--- src/rtl/sdes_pkg.sv ---
// ----------------------------------------------------------------------------
// sdes_pkg
// Types, tables and bit permutations shared by the simplified DES counter
// mode cipher.
// ----------------------------------------------------------------------------
package sdes_pkg;

   localparam int KEY_W  = 10;
   localparam int BYTE_W = 8;
   localparam int CSR_W  = 10;

   // configuration register indexes
   localparam logic CSR_CIPHER_KEY      = 1'b0;
   localparam logic CSR_INITIAL_COUNTER = 1'b1;

   typedef struct packed {
      logic [BYTE_W-1:0] data_byte;
      logic              first_of_message;
   } req_payload_type;

   typedef struct packed {
      logic [BYTE_W-1:0] result_byte;
      logic [BYTE_W-1:0] counter_used;
   } rsp_payload_type;

   typedef struct packed {
      logic [BYTE_W-1:0] k1;
      logic [BYTE_W-1:0] k2;
   } subkeys_type;

   // s-boxes, indexed by {row, col}
   localparam logic [1:0] SBOX0 [0:15] = '{
      2'd1, 2'd0, 2'd3, 2'd2,
      2'd3, 2'd2, 2'd1, 2'd0,
      2'd0, 2'd2, 2'd1, 2'd3,
      2'd3, 2'd1, 2'd3, 2'd2
   };
   localparam logic [1:0] SBOX1 [0:15] = '{
      2'd0, 2'd1, 2'd2, 2'd3,
      2'd2, 2'd0, 2'd1, 2'd3,
      2'd3, 2'd0, 2'd1, 2'd0,
      2'd2, 2'd1, 2'd0, 2'd3
   };

   // permutations, table position 1 is the msb of the source value
   function automatic logic [9:0] perm_p10(input logic [9:0] k);
      return {k[8], k[6], k[9], k[4], k[7], k[1], k[5], k[0], k[3], k[2]};
   endfunction

   function automatic logic [7:0] perm_p8(input logic [9:0] k);
      return {k[4], k[7], k[3], k[6], k[2], k[5], k[0], k[1]};
   endfunction

   function automatic logic [7:0] perm_ip(input logic [7:0] b);
      return {b[6], b[2], b[5], b[7], b[4], b[0], b[3], b[1]};
   endfunction

   function automatic logic [7:0] perm_ipinv(input logic [7:0] b);
      return {b[4], b[7], b[5], b[3], b[1], b[6], b[0], b[2]};
   endfunction

   function automatic logic [7:0] perm_ep(input logic [3:0] n);
      return {n[0], n[3], n[2], n[1], n[2], n[1], n[0], n[3]};
   endfunction

   function automatic logic [3:0] perm_p4(input logic [3:0] n);
      return {n[2], n[0], n[1], n[3]};
   endfunction

   // row from outer bits, column from inner bits
   function automatic logic [3:0] sbox_idx(input logic [3:0] n);
      return {n[3], n[0], n[2], n[1]};
   endfunction

endpackage

--- src/rtl/sdes_ctr_stream_cipher.sv ---
// ----------------------------------------------------------------------------
// sdes_ctr_stream_cipher
// Simplified DES in counter mode over a byte stream.
// ----------------------------------------------------------------------------
// usage:
//   csr port: write cipher_key (index 0) and initial_counter (index 1) while
//   the block is idle; writes take effect for the next request
//   request channel: one data byte per request; first_of_message reloads the
//   running counter from initial_counter before that byte
//   response channel: result_byte = data_byte xor sdes(key, counter_used)
//   response path: the input register loads on accept and the result register
//   loads from it when not stalled; rsp_valid follows the result register
//   throughput: one byte per cycle while rsp_stall is low; the whole cipher is one pass of
//   permutation wiring and s-box lookups between the two registers
//   stall: rsp_stall freezes the result register; the input stage still
//   takes one more request if empty, then req_stall rises
//   reset: counter, key and initial counter clear to zero, pipeline empties
//   encryption and decryption are the same operation
// ----------------------------------------------------------------------------
module sdes_ctr_stream_cipher import sdes_pkg::*; (
   input  logic              clock,
   input  logic              reset,
   // request channel
   input  logic              req_valid,
   output logic              req_stall,
   input  req_payload_type   req_payload,
   // response channel
   output logic              rsp_valid,
   input  logic              rsp_stall,
   output rsp_payload_type   rsp_payload,
   // configuration
   input  logic              csr_wr_en,
   input  logic              csr_index,
   input  logic [CSR_W-1:0]  csr_wr_data
);

   // configuration registers
   logic [KEY_W-1:0]  key_ff, key_in;
   logic [BYTE_W-1:0] init_ctr_ff, init_ctr_in;

   // running counter
   logic [BYTE_W-1:0] run_ctr_ff, run_ctr_in;
   logic [BYTE_W-1:0] ctr_sel;

   // input stage
   logic              s1_valid_ff, s1_valid_in;
   logic [BYTE_W-1:0] s1_data_ff, s1_data_in;
   logic [BYTE_W-1:0] s1_ctr_ff, s1_ctr_in;

   // result stage
   logic              out_valid_ff, out_valid_in;
   rsp_payload_type   out_ff, out_in;

   logic              req_accept, out_load, s1_load;
   subkeys_type       subkeys;
   logic [BYTE_W-1:0] keystream;

   sdes_key_sched u_key_sched (
      .cipher_key (key_ff),
      .subkeys    (subkeys)
   );

   sdes_encipher u_encipher (
      .block_in  (s1_ctr_ff),
      .subkeys   (subkeys),
      .block_out (keystream)
   );

   // pipeline advance
   assign out_load   = !out_valid_ff || !rsp_stall;
   assign s1_load    = !s1_valid_ff || out_load;
   assign req_stall  = !s1_load;
   assign req_accept = req_valid && s1_load;

   // counter chosen for this byte
   assign ctr_sel = req_payload.first_of_message ? init_ctr_ff : run_ctr_ff;

   always_comb begin
      key_in      = key_ff;
      init_ctr_in = init_ctr_ff;
      if (csr_wr_en) begin
         case (csr_index)
            CSR_CIPHER_KEY:      key_in      = csr_wr_data[KEY_W-1:0];
            CSR_INITIAL_COUNTER: init_ctr_in = csr_wr_data[BYTE_W-1:0];
            default: ;
         endcase
      end
   end

   always_comb begin
      run_ctr_in  = run_ctr_ff;
      s1_valid_in = s1_valid_ff;
      s1_data_in  = s1_data_ff;
      s1_ctr_in   = s1_ctr_ff;
      if (s1_load) begin
         s1_valid_in = req_valid;
      end
      if (req_accept) begin
         s1_data_in = req_payload.data_byte;
         s1_ctr_in  = ctr_sel;
         // wraps past 255 to 0
         run_ctr_in = ctr_sel + BYTE_W'(1);
      end
   end

   always_comb begin
      out_valid_in = out_valid_ff;
      out_in       = out_ff;
      if (out_load) begin
         out_valid_in = s1_valid_ff;
         if (s1_valid_ff) begin
            out_in.result_byte  = s1_data_ff ^ keystream;
            out_in.counter_used = s1_ctr_ff;
         end
      end
   end

   always_ff @(posedge clock) begin
      if (reset) begin
         key_ff       <= '0;
         init_ctr_ff  <= '0;
         run_ctr_ff   <= '0;
         s1_valid_ff  <= 1'b0;
         out_valid_ff <= 1'b0;
      end else begin
         key_ff       <= key_in;
         init_ctr_ff  <= init_ctr_in;
         run_ctr_ff   <= run_ctr_in;
         s1_valid_ff  <= s1_valid_in;
         out_valid_ff <= out_valid_in;
      end
   end

   // payload, no reset
   always_ff @(posedge clock) begin
      s1_data_ff <= s1_data_in;
      s1_ctr_ff  <= s1_ctr_in;
      out_ff     <= out_in;
   end

   assign rsp_valid   = out_valid_ff;
   assign rsp_payload = out_ff;

`ifndef SYNTHESIS
   // a restart uses the initial counter
   assert property (@(posedge clock) disable iff (reset)
      req_accept && req_payload.first_of_message |=> s1_ctr_ff == $past(init_ctr_ff))
      else $error("restart did not load initial counter");

   // a continuing byte uses the running counter
   assert property (@(posedge clock) disable iff (reset)
      req_accept && !req_payload.first_of_message |=> s1_ctr_ff == $past(run_ctr_ff))
      else $error("continuing byte did not use running counter");

   // counter steps by one after each accepted request
   assert property (@(posedge clock) disable iff (reset)
      req_accept |=> run_ctr_ff == s1_ctr_ff + BYTE_W'(1))
      else $error("running counter not incremented");

   // an item leaving the input stage shows up at the result register
   assert property (@(posedge clock) disable iff (reset)
      s1_valid_ff && out_load |=> rsp_valid && rsp_payload.counter_used == $past(s1_ctr_ff))
      else $error("item lost between stages");
`endif

endmodule

--- src/rtl/sdes_key_sched.sv ---
// ----------------------------------------------------------------------------
// sdes_key_sched
// Derives the two round subkeys from the ten-bit key (p10, rotates, p8).
// ----------------------------------------------------------------------------
module sdes_key_sched import sdes_pkg::*; (
   input  logic [KEY_W-1:0] cipher_key,
   output subkeys_type      subkeys
);

   logic [9:0] p;
   logic [4:0] hi1, lo1, hi3, lo3;

   always_comb begin
      p   = perm_p10(cipher_key);
      // left rotate by one, then by two more
      hi1 = {p[8:5], p[9]};
      lo1 = {p[3:0], p[4]};
      hi3 = {hi1[2:0], hi1[4:3]};
      lo3 = {lo1[2:0], lo1[4:3]};
      subkeys.k1 = perm_p8({hi1, lo1});
      subkeys.k2 = perm_p8({hi3, lo3});
   end

endmodule

--- src/rtl/sdes_encipher.sv ---
// ----------------------------------------------------------------------------
// sdes_encipher
// Two-round simplified DES encryption of one byte.
// ----------------------------------------------------------------------------
module sdes_encipher import sdes_pkg::*; (
   input  logic [BYTE_W-1:0] block_in,
   input  subkeys_type       subkeys,
   output logic [BYTE_W-1:0] block_out
);

   function automatic logic [3:0] round_f(input logic [3:0] half, input logic [7:0] sk);
      logic [7:0] e;
      logic [3:0] s;
      e = perm_ep(half) ^ sk;
      s = {SBOX0[sbox_idx(e[7:4])], SBOX1[sbox_idx(e[3:0])]};
      return perm_p4(s);
   endfunction

   logic [7:0] x;
   logic [3:0] l1, left_h;

   always_comb begin
      x         = perm_ip(block_in);
      l1        = x[7:4] ^ round_f(x[3:0], subkeys.k1);
      // halves swapped for the second round
      left_h    = x[3:0] ^ round_f(l1, subkeys.k2);
      block_out = perm_ipinv({left_h, l1});
   end

endmodule

--- config.mk ---
export PLATFORM = sky130hd
export DESIGN_NAME = sdes_ctr_stream_cipher
export DESIGN_NICKNAME = d
export VERILOG_FILES = /design/src/rtl/sdes_pkg.sv /design/src/rtl/sdes_ctr_stream_cipher.sv /design/src/rtl/sdes_key_sched.sv /design/src/rtl/sdes_encipher.sv
export SDC_FILE = /design/constraint.sdc
export NUM_CORES = 1
export LEC_CHECK = 0
export BUFFER_PORTS_ARGS = -buffer_cell sky130_fd_sc_hd__buf_2
export CAP_MARGIN = 20
export CORE_AREA = 2 2 68 95
export CTS_BUF_LIST = sky130_fd_sc_hd__clkbuf_2
export DETAILED_ROUTE_END_ITERATION = 10
export DIE_AREA = 0 0 70 97
export GPL_TIMING_DRIVEN = 0
export PLACE_DENSITY_LB_ADDON = 0.08
export SLEW_MARGIN = 20
export SYNTH_ARGS = -nofsm -noshare
export SYNTH_HDL_FRONTEND = slang
export SYNTH_SLANG_ARGS = --single-unit
--- constraint.sdc ---
create_clock -name clock -period 6.92 [get_ports clock]
set_input_delay 0.692 -clock clock [delete_from_list [all_inputs] [get_ports clock]]
set_output_delay 0.692 -clock clock [all_outputs]
set_load 0.01 [all_outputs]
======== Word-level counts from Yosys, hierarchy flattened ========
Memory sizes are Yosys's and may differ from the RTL's.
Cells that the tools add are included.
storage, ports and cells
  register bits ........................... 60
  latch bits .............................. 0
  bits of input ports ..................... 25
  memory bits (read-only) ................. 128
  word-level logic and storage cells ...... 47
  memories kept ........................... 4
  output and inout bits ................... 18
  memory bits (writable) .................. 0
memories
  memory            depth  bits a word  rd ports  clocked after Yosys merged registers in  wr ports  line                 RTL
  (name not given)  16     2            1         0                                        0         sdes_encipher.sv:15  s = {SBOX0[sbox_idx(e[7:4])], SBOX1[sbox_idx(e[3:0])]};
  (name not given)  16     2            1         0                                        0         sdes_encipher.sv:15
  (name not given)  16     2            1         0                                        0         sdes_encipher.sv:15
  (name not given)  16     2            1         0                                        0         sdes_encipher.sv:15
operators by class
  divide/modulo/power cells ............... 0
  mux-type cells .......................... 9
  shift operators ......................... 0
  reduce and logical (&&, ||, !) cells .... 10
  $mul .................................... 0
  $lt $le $gt $ge ......................... 4
  bitwise logic cells ..................... 10
  equal/unequal tests ..................... 0
  add/subtract/negate cells ............... 1
operators by type and width
  kind                                                           number
  8-bit bitwise XOR                                              3
  5-bit greater-or-equal comparator, second input constant       4
  4-bit inverter with 5-bit output                               4
  2-bit 2-to-1 mux                                               8
  8-bit by 1-bit adder with 8-bit output, second input constant  1
  8-bit 2-to-1 mux                                               1
  4-bit bitwise XOR                                              2
  2-bit AND reduction                                            3
  1-bit logical NOT                                              4
  1-bit logical OR                                               2
  1-bit logical AND                                              1
  1-bit inverter                                                 1

======== Depth between registers and ports, before layout ========
  depth after elaboration ................. 13
  mapped depth ............................ 11
  depth with buffers taken out ............ 10

======== Modules after synthesis ========
Synthesis repeated with hierarchy kept, for this count alone.
second synthesis, totals
  cells, all modules ...................... 270
  area, all modules ....................... 2976.6 um^2
by module, submodules not included
  module                  sequential area each (um^2)  cells an instance  times used  area each (um^2)
  sdes_ctr_stream_cipher  1521.5                       193                1           2296.0
  sdes_encipher           0.0                          61                 1           560.5
  sdes_key_sched          0.0                          16                 1           120.1

======== Worst setup path after synthesis ========
No wires, ideal clock.
  path type ............................... reg-to-reg
  from .................................... register s1_ctr_ff[3]
  to ...................................... register out_ff, in the netlist rsp_payload[13], data pin
  data required time ...................... 6.660 ns
  cell stages (with the launch flop) ...... 11
  buffers on the path ..................... 0
  arrival ................................. 2.106 ns
  library setup time ...................... 0.260 ns
  slack ................................... 4.554 ns
  period minus slack after synthesis ...... 2.366 ns
  cells stage by stage .................... edfxtp_1 -> xnor2_1 -> nor2_1 -> a2111oi_0 -> a21oi_1 -> xnor2_2 -> inv_1 -> ha_1 -> a21oi_1 -> mux2i_1 -> xnor2_1
on the way
  cells in the longest elaborated chain, start to end .. 13
  elaborated cells on any way between the ends .. 17
  classes of those cells .................. 6 x mux; 8 x bitwise; 3 x memory
ends and longest elaborated chain
  element                                                 line                           RTL
  start: declaration                                      sdes_ctr_stream_cipher.sv:48   logic [BYTE_W-1:0] s1_ctr_ff, s1_ctr_in;
  start signal: assignment                                sdes_ctr_stream_cipher.sv:137  s1_ctr_ff <= s1_ctr_in;
  8-bit bitwise XOR                                       sdes_encipher.sv:14            e = perm_ep(half) ^ sk;
  4-bit inverter with 5-bit output (implied by the code)  sdes_encipher.sv:15
  memory 16 x 2 bit                                       -
  2-bit 2-to-1 mux (implied by the code) (2 in series)    sdes_encipher.sv:15
  4-bit bitwise XOR                                       sdes_encipher.sv:24            l1 = x[7:4] ^ round_f(x[3:0], subkeys.k1);
  8-bit bitwise XOR                                       sdes_encipher.sv:14
  4-bit inverter with 5-bit output (implied by the code)  sdes_encipher.sv:15
  memory 16 x 2 bit                                       -
  2-bit 2-to-1 mux (implied by the code) (2 in series)    sdes_encipher.sv:15
  4-bit bitwise XOR (*)                                   sdes_encipher.sv:26            left_h = x[3:0] ^ round_f(l1, subkeys.k2);
  8-bit bitwise XOR (*)                                   sdes_ctr_stream_cipher.sv:112  out_in.result_byte = s1_data_ff ^ keystream;
  end signal: assignment                                  sdes_ctr_stream_cipher.sv:138  out_ff <= out_in;
  end: declaration                                        sdes_ctr_stream_cipher.sv:52   rsp_payload_type out_ff, out_in;
Mark *: on every way between the ends. The rest lies on a longest branch, timed or not. The select of a mux whose other input is x is not followed.
A chain may end at the register's enable or synchronous reset.

======== Worst setup path in the final report ========
Same ends and word-level chain as after synthesis.

==> impl_metrics.xml <==
<?xml version="1.0" encoding="UTF-8"?>
<metrics>
  <group name="outcome">
    <metric name="status" unit="">completed</metric>
  </group>
  <group name="clock_network">
    <metric name="cts-htree-levels" unit="">3</metric>
    <metric name="numCtsBuffers" unit="">9</metric>
    <metric name="ctsRootBufferMaster" unit="">clkbuf_2</metric>
    <metric name="worst_skew_pair.late_latency" unit="ns">0.50</metric>
    <metric name="cts_hold_buffers" unit="">0</metric>
    <metric name="cts_repair_resize_count" unit="">0</metric>
    <metric name="clkSinkCount" unit="">60</metric>
    <metric name="clock_transition_at_the_registers_of_the_reported_paths" unit="ns">0.18</metric>
    <metric name="cts.path.max_buffers" unit="">2</metric>
    <metric name="cts_tree" unit="">built</metric>
    <metric name="post_cts.repair.setup_buffers" unit="">0</metric>
  </group>
  <group name="sta">
    <metric name="fmax" unit="GHz">0.355</metric>
    <metric name="tightestPinTransition" unit="ns">0.677</metric>
    <metric name="hold_violation_count_in_the_final_report" unit="">0</metric>
    <metric name="setup_viol" unit="">0</metric>
    <metric name="finalCritPeriodShare" unit="">0.407</metric>
    <metric name="maxSlewViolCount" unit="">0</metric>
    <metric name="fin_setup_tns" unit="ns">0</metric>
    <metric name="skew" unit="ns">0.0169</metric>
    <metric name="final_period_minus_worst_setup_slack" unit="ns">2.81</metric>
    <metric name="worst_slew_margin_rel" unit="">0.548</metric>
    <metric name="setup_repair_after_global_routing_missed_its_margin" unit="">no</metric>
  </group>
  <group name="route">
    <metric name="dr.first_iter.drc_count" unit="">66</metric>
    <metric name="avgRoutedWirePerCell" unit="um">14.6</metric>
    <metric name="ant_nets" unit="">0</metric>
    <metric name="route.detailed.vias_per_inst" unit="">5.23</metric>
    <metric name="vias" unit="">2129</metric>
    <metric name="remaining_drc_errors" unit="">0</metric>
    <metric name="drt_pre_antenna_iters" unit="">4</metric>
    <metric name="drt-total-wl" unit="um">5950</metric>
  </group>
  <group name="worst_setup_path">
    <metric name="critPathMaxFanout" unit="">5</metric>
    <metric name="crit-reg2reg-launch" unit="">s1_ctr_ff[3]</metric>
    <metric name="worst-r2r-setup-slack" unit="ns">4.11</metric>
    <metric name="reg2regPathDepth" unit="">10</metric>
    <metric name="cp-start-kind" unit="">flop</metric>
    <metric name="worstReg2RegEnd" unit="">rsp_payload[13]</metric>
    <metric name="critical_path_arrival" unit="ns">3.10</metric>
    <metric name="worst_setup_ep_type" unit="">flop</metric>
    <metric name="crit_path_top_delay_cell" unit="">edfxtp_1</metric>
    <metric name="timing.critical_path.max_delay_family" unit="">XOR/XNOR gates</metric>
    <metric name="timing.critical_path.cells" unit="">xnor2_1 -&gt; nor2_1 -&gt; a2111oi_0 -&gt; a21oi_1 -&gt; xnor2_2 -&gt; inv_1 -&gt; ha_1 -&gt; a21oi_1 -&gt; mux2i_1 -&gt; xnor2_1</metric>
    <metric name="timing.critical_path.required" unit="ns">7.21</metric>
    <metric name="path_class" unit="">reg -&gt; reg</metric>
    <metric name="longest_individual_stage_delay_on_the_worst_path" unit="ns">0.57</metric>
    <metric name="worstPathBufferInverterCount" unit="">1</metric>
  </group>
  <group name="power_and_ir_drop">
    <metric name="leak_pwr" unit="nW">1.34</metric>
    <metric name="fin_total_pwr" unit="uW">849</metric>
    <metric name="netSwitchingFraction" unit="">0.306</metric>
    <metric name="share_seq_of_total_power" unit="">0.496</metric>
    <metric name="power.density_cell_area" unit="mW/mm^2">249</metric>
    <metric name="power.ir.vdd_worst" unit="V">0.000124</metric>
    <metric name="share_clk_of_total_power" unit="">0.256</metric>
    <metric name="power_report.internal_total" unit="uW">589</metric>
    <metric name="power.share.combinational" unit="">0.248</metric>
    <metric name="sw_power" unit="uW">260</metric>
  </group>
  <group name="min_path">
    <metric name="worst_hold_path_startpoint" unit="">req_payload[1]</metric>
    <metric name="hold_path_end" unit="">s1_data_ff[0]</metric>
    <metric name="type_of_the_worst_min_delay_path" unit="">in -&gt; reg</metric>
    <metric name="hold_depth" unit="">1</metric>
  </group>
  <group name="final_layout">
    <metric name="multi_input_comb_area" unit="mm^2">0.00139</metric>
    <metric name="n_antenna_cell" unit="">0</metric>
    <metric name="layout-area-overhead-vs-synth" unit="%">14.0</metric>
    <metric name="area.sequential" unit="mm^2">0.00152</metric>
    <metric name="count_of_nets_after_finishing" unit="">360</metric>
    <metric name="drive_gt1_frac" unit="">0.240</metric>
    <metric name="fillers" unit="">528</metric>
  </group>
  <group name="yosys">
    <metric name="synth_top_area_frac" unit="">0.321</metric>
    <metric name="synth_top_flop_cell" unit="">edfxtp_1</metric>
    <metric name="post_synth.cell_area_avg" unit="um^2">10.7</metric>
    <metric name="synthesis.nets" unit="">307</metric>
    <metric name="synth_area_leader_cell" unit="">edfxtp_1</metric>
    <metric name="synth_most_common_cell" unit="">nand2_1</metric>
    <metric name="synth_cell_type_count" unit="">38</metric>
    <metric name="number_of_enable_type_register_cells_in_the_synthesized_netlist" unit="">32</metric>
    <metric name="most_area_consuming_cells_after_synthesis" unit="">edfxtp_1, dfxtp_1, xnor2_1</metric>
    <metric name="yosysWarningCount" unit="">0</metric>
    <metric name="synthCells" unit="">279</metric>
    <metric name="post_synth_instance_area" unit="mm^2">0.00299</metric>
    <metric name="synth.yosys.seq_area_share" unit="">0.509</metric>
    <metric name="postSynth.asyncResetShare" unit="">0</metric>
    <metric name="synth-seq-cells" unit="">60</metric>
    <metric name="synth_commonest_cells" unit="">nand2_1, a21oi_1, edfxtp_1</metric>
  </group>
  <group name="grt">
    <metric name="track_usage" unit="">0.189</metric>
    <metric name="grt_first_pass_wirelength" unit="um">9780</metric>
    <metric name="overflow" unit="">0</metric>
    <metric name="grt_max_degree" unit="">18</metric>
    <metric name="initial_antenna_violation_count" unit="">0</metric>
    <metric name="number_of_global_route_vias_before_repair" unit="">2079</metric>
  </group>
  <group name="job">
    <metric name="maxCapViolCount" unit="">0</metric>
  </group>
  <group name="floorplanning">
    <metric name="io_pins" unit="">43</metric>
    <metric name="core" unit="mm^2">0.00586</metric>
    <metric name="num_rows" unit="">33</metric>
    <metric name="die_area" unit="mm^2">0.00679</metric>
    <metric name="floorplan.initialDensity" unit="">0.510</metric>
    <metric name="die_height" unit="um">97</metric>
    <metric name="chipWidth" unit="um">70</metric>
  </group>
  <group name="placement">
    <metric name="dpl.hpwl" unit="um">4470</metric>
    <metric name="port_buffers" unit="">41</metric>
    <metric name="routabilityCongestion" unit="">0.841</metric>
  </group>
</metrics>
-- sequential cells by signal (all words and copies together), names as in the netlist --
name / count
rsp_payload: 16
s1_data_ff: 8
s1_valid_ff: 1
rsp_valid: 1
run_ctr_ff: 8
s1_ctr_ff: 8
init_ctr_ff: 8
key_ff: 10
-- layer usage --
metal	track usage	wire (um)	vias up
li1	-	-	1070
met5	0	0	-
met2	0.338	3220	61
met1	0.196	2250	984
met4	0.111	208	0
met3	0.0438	268	14
-- placed cells by master, fill, tap and decap left out, types with 2 or more instances in the layout --
cell      count
buf_2        41
nand2_1      40
a21oi_1      36
edfxtp_1     32
xnor2_1      30
dfxtp_1      28
nor2_1       22
nand3_1      12
mux2i_1      10
clkbuf_1      9
clkbuf_2      9
mux2_2        7
inv_1         6
xor2_1        6
xnor2_2       4
buf_6         3
o21ai_0       3
nor3b_1       3
ha_1          3
clkinv_2      3
xnor2_4       2
nor3_1        2
xnor3_1       2
a31oi_1       2
nand2b_1      2
-- how the worst max path moves through the flow --
stage | start | to | slack (ns) | depth (start not counted)
2_1_floorplan | s1_ctr_ff[3] | rsp_payload[13] | 4.55 | 10
3_3_place_gp | rsp_stall | rsp_payload[14] | 3.95 | 2
3_5_place_dp | s1_ctr_ff[3] | rsp_payload[13] | 4.12 | 9
4_1_cts | s1_ctr_ff[3] | rsp_payload[13] | 4.12 | 9
5_1_grt | s1_ctr_ff[3] | rsp_payload[13] | 3.97 | 10
6_report | s1_ctr_ff[3] | rsp_payload[13] | 4.11 | 10
-- final cells by class --
class | instances | share of cell area
buffer | 12 | 0.0187
clock buffer | 9 | 0.0132
clock inverter | 7 | 0.0194
inverter | 6 | 0.00661
multi-input combinational | 201 | 0.407
sequential | 60 | 0.446
tap | 70 | 0.0257
timing repair buffer | 42 | 0.0635
-- power groups by stage --
stage | Clock, mW | Combinational [mW] | Sequential (mW)
5_1_grt | 0.240 | 0.231 | 0.424
4_1_cts | 0.224 | 0.212 | 0.421
6_report | 0.218 | 0.210 | 0.421
3_3_place_gp | 0 | 0.205 | 0.429
2_1_floorplan | 0 | 0.158 | 0.431
3_5_place_dp | 0 | 0.211 | 0.429
-- cells by family after synthesis --
| logic type | after synthesis | share of synthesized area |
|---|---|---|
| and+or+nand+nor | 87 | 0.129 |
| DFF | 60 | 0.509 |
| buffers and inverters | 18 | 0.0289 |
| adders and majority gates | 3 | 0.0126 |
| muxes | 17 | 0.0598 |
| AOI/OAI and AO/OA | 49 | 0.0950 |
| xor gates and xnor gates | 45 | 0.166 |
-- stage by stage --
stage	hold slack, ns	utilization	std cells	area, um^2	setup slack, ns
2_1_floorplan	0.428	-	279	2990	4.55
3_3_place_gp	0.443	0.560	390	3280	3.95
3_5_place_dp	0.461	0.563	391	3300	4.12
4_1_cts	0.311	0.582	407	3410	4.12
5_1_grt	0.309	0.582	407	3410	3.97
6_report	0.345	0.582	407	3410	4.11
Power figures use the tool's default switching activity.
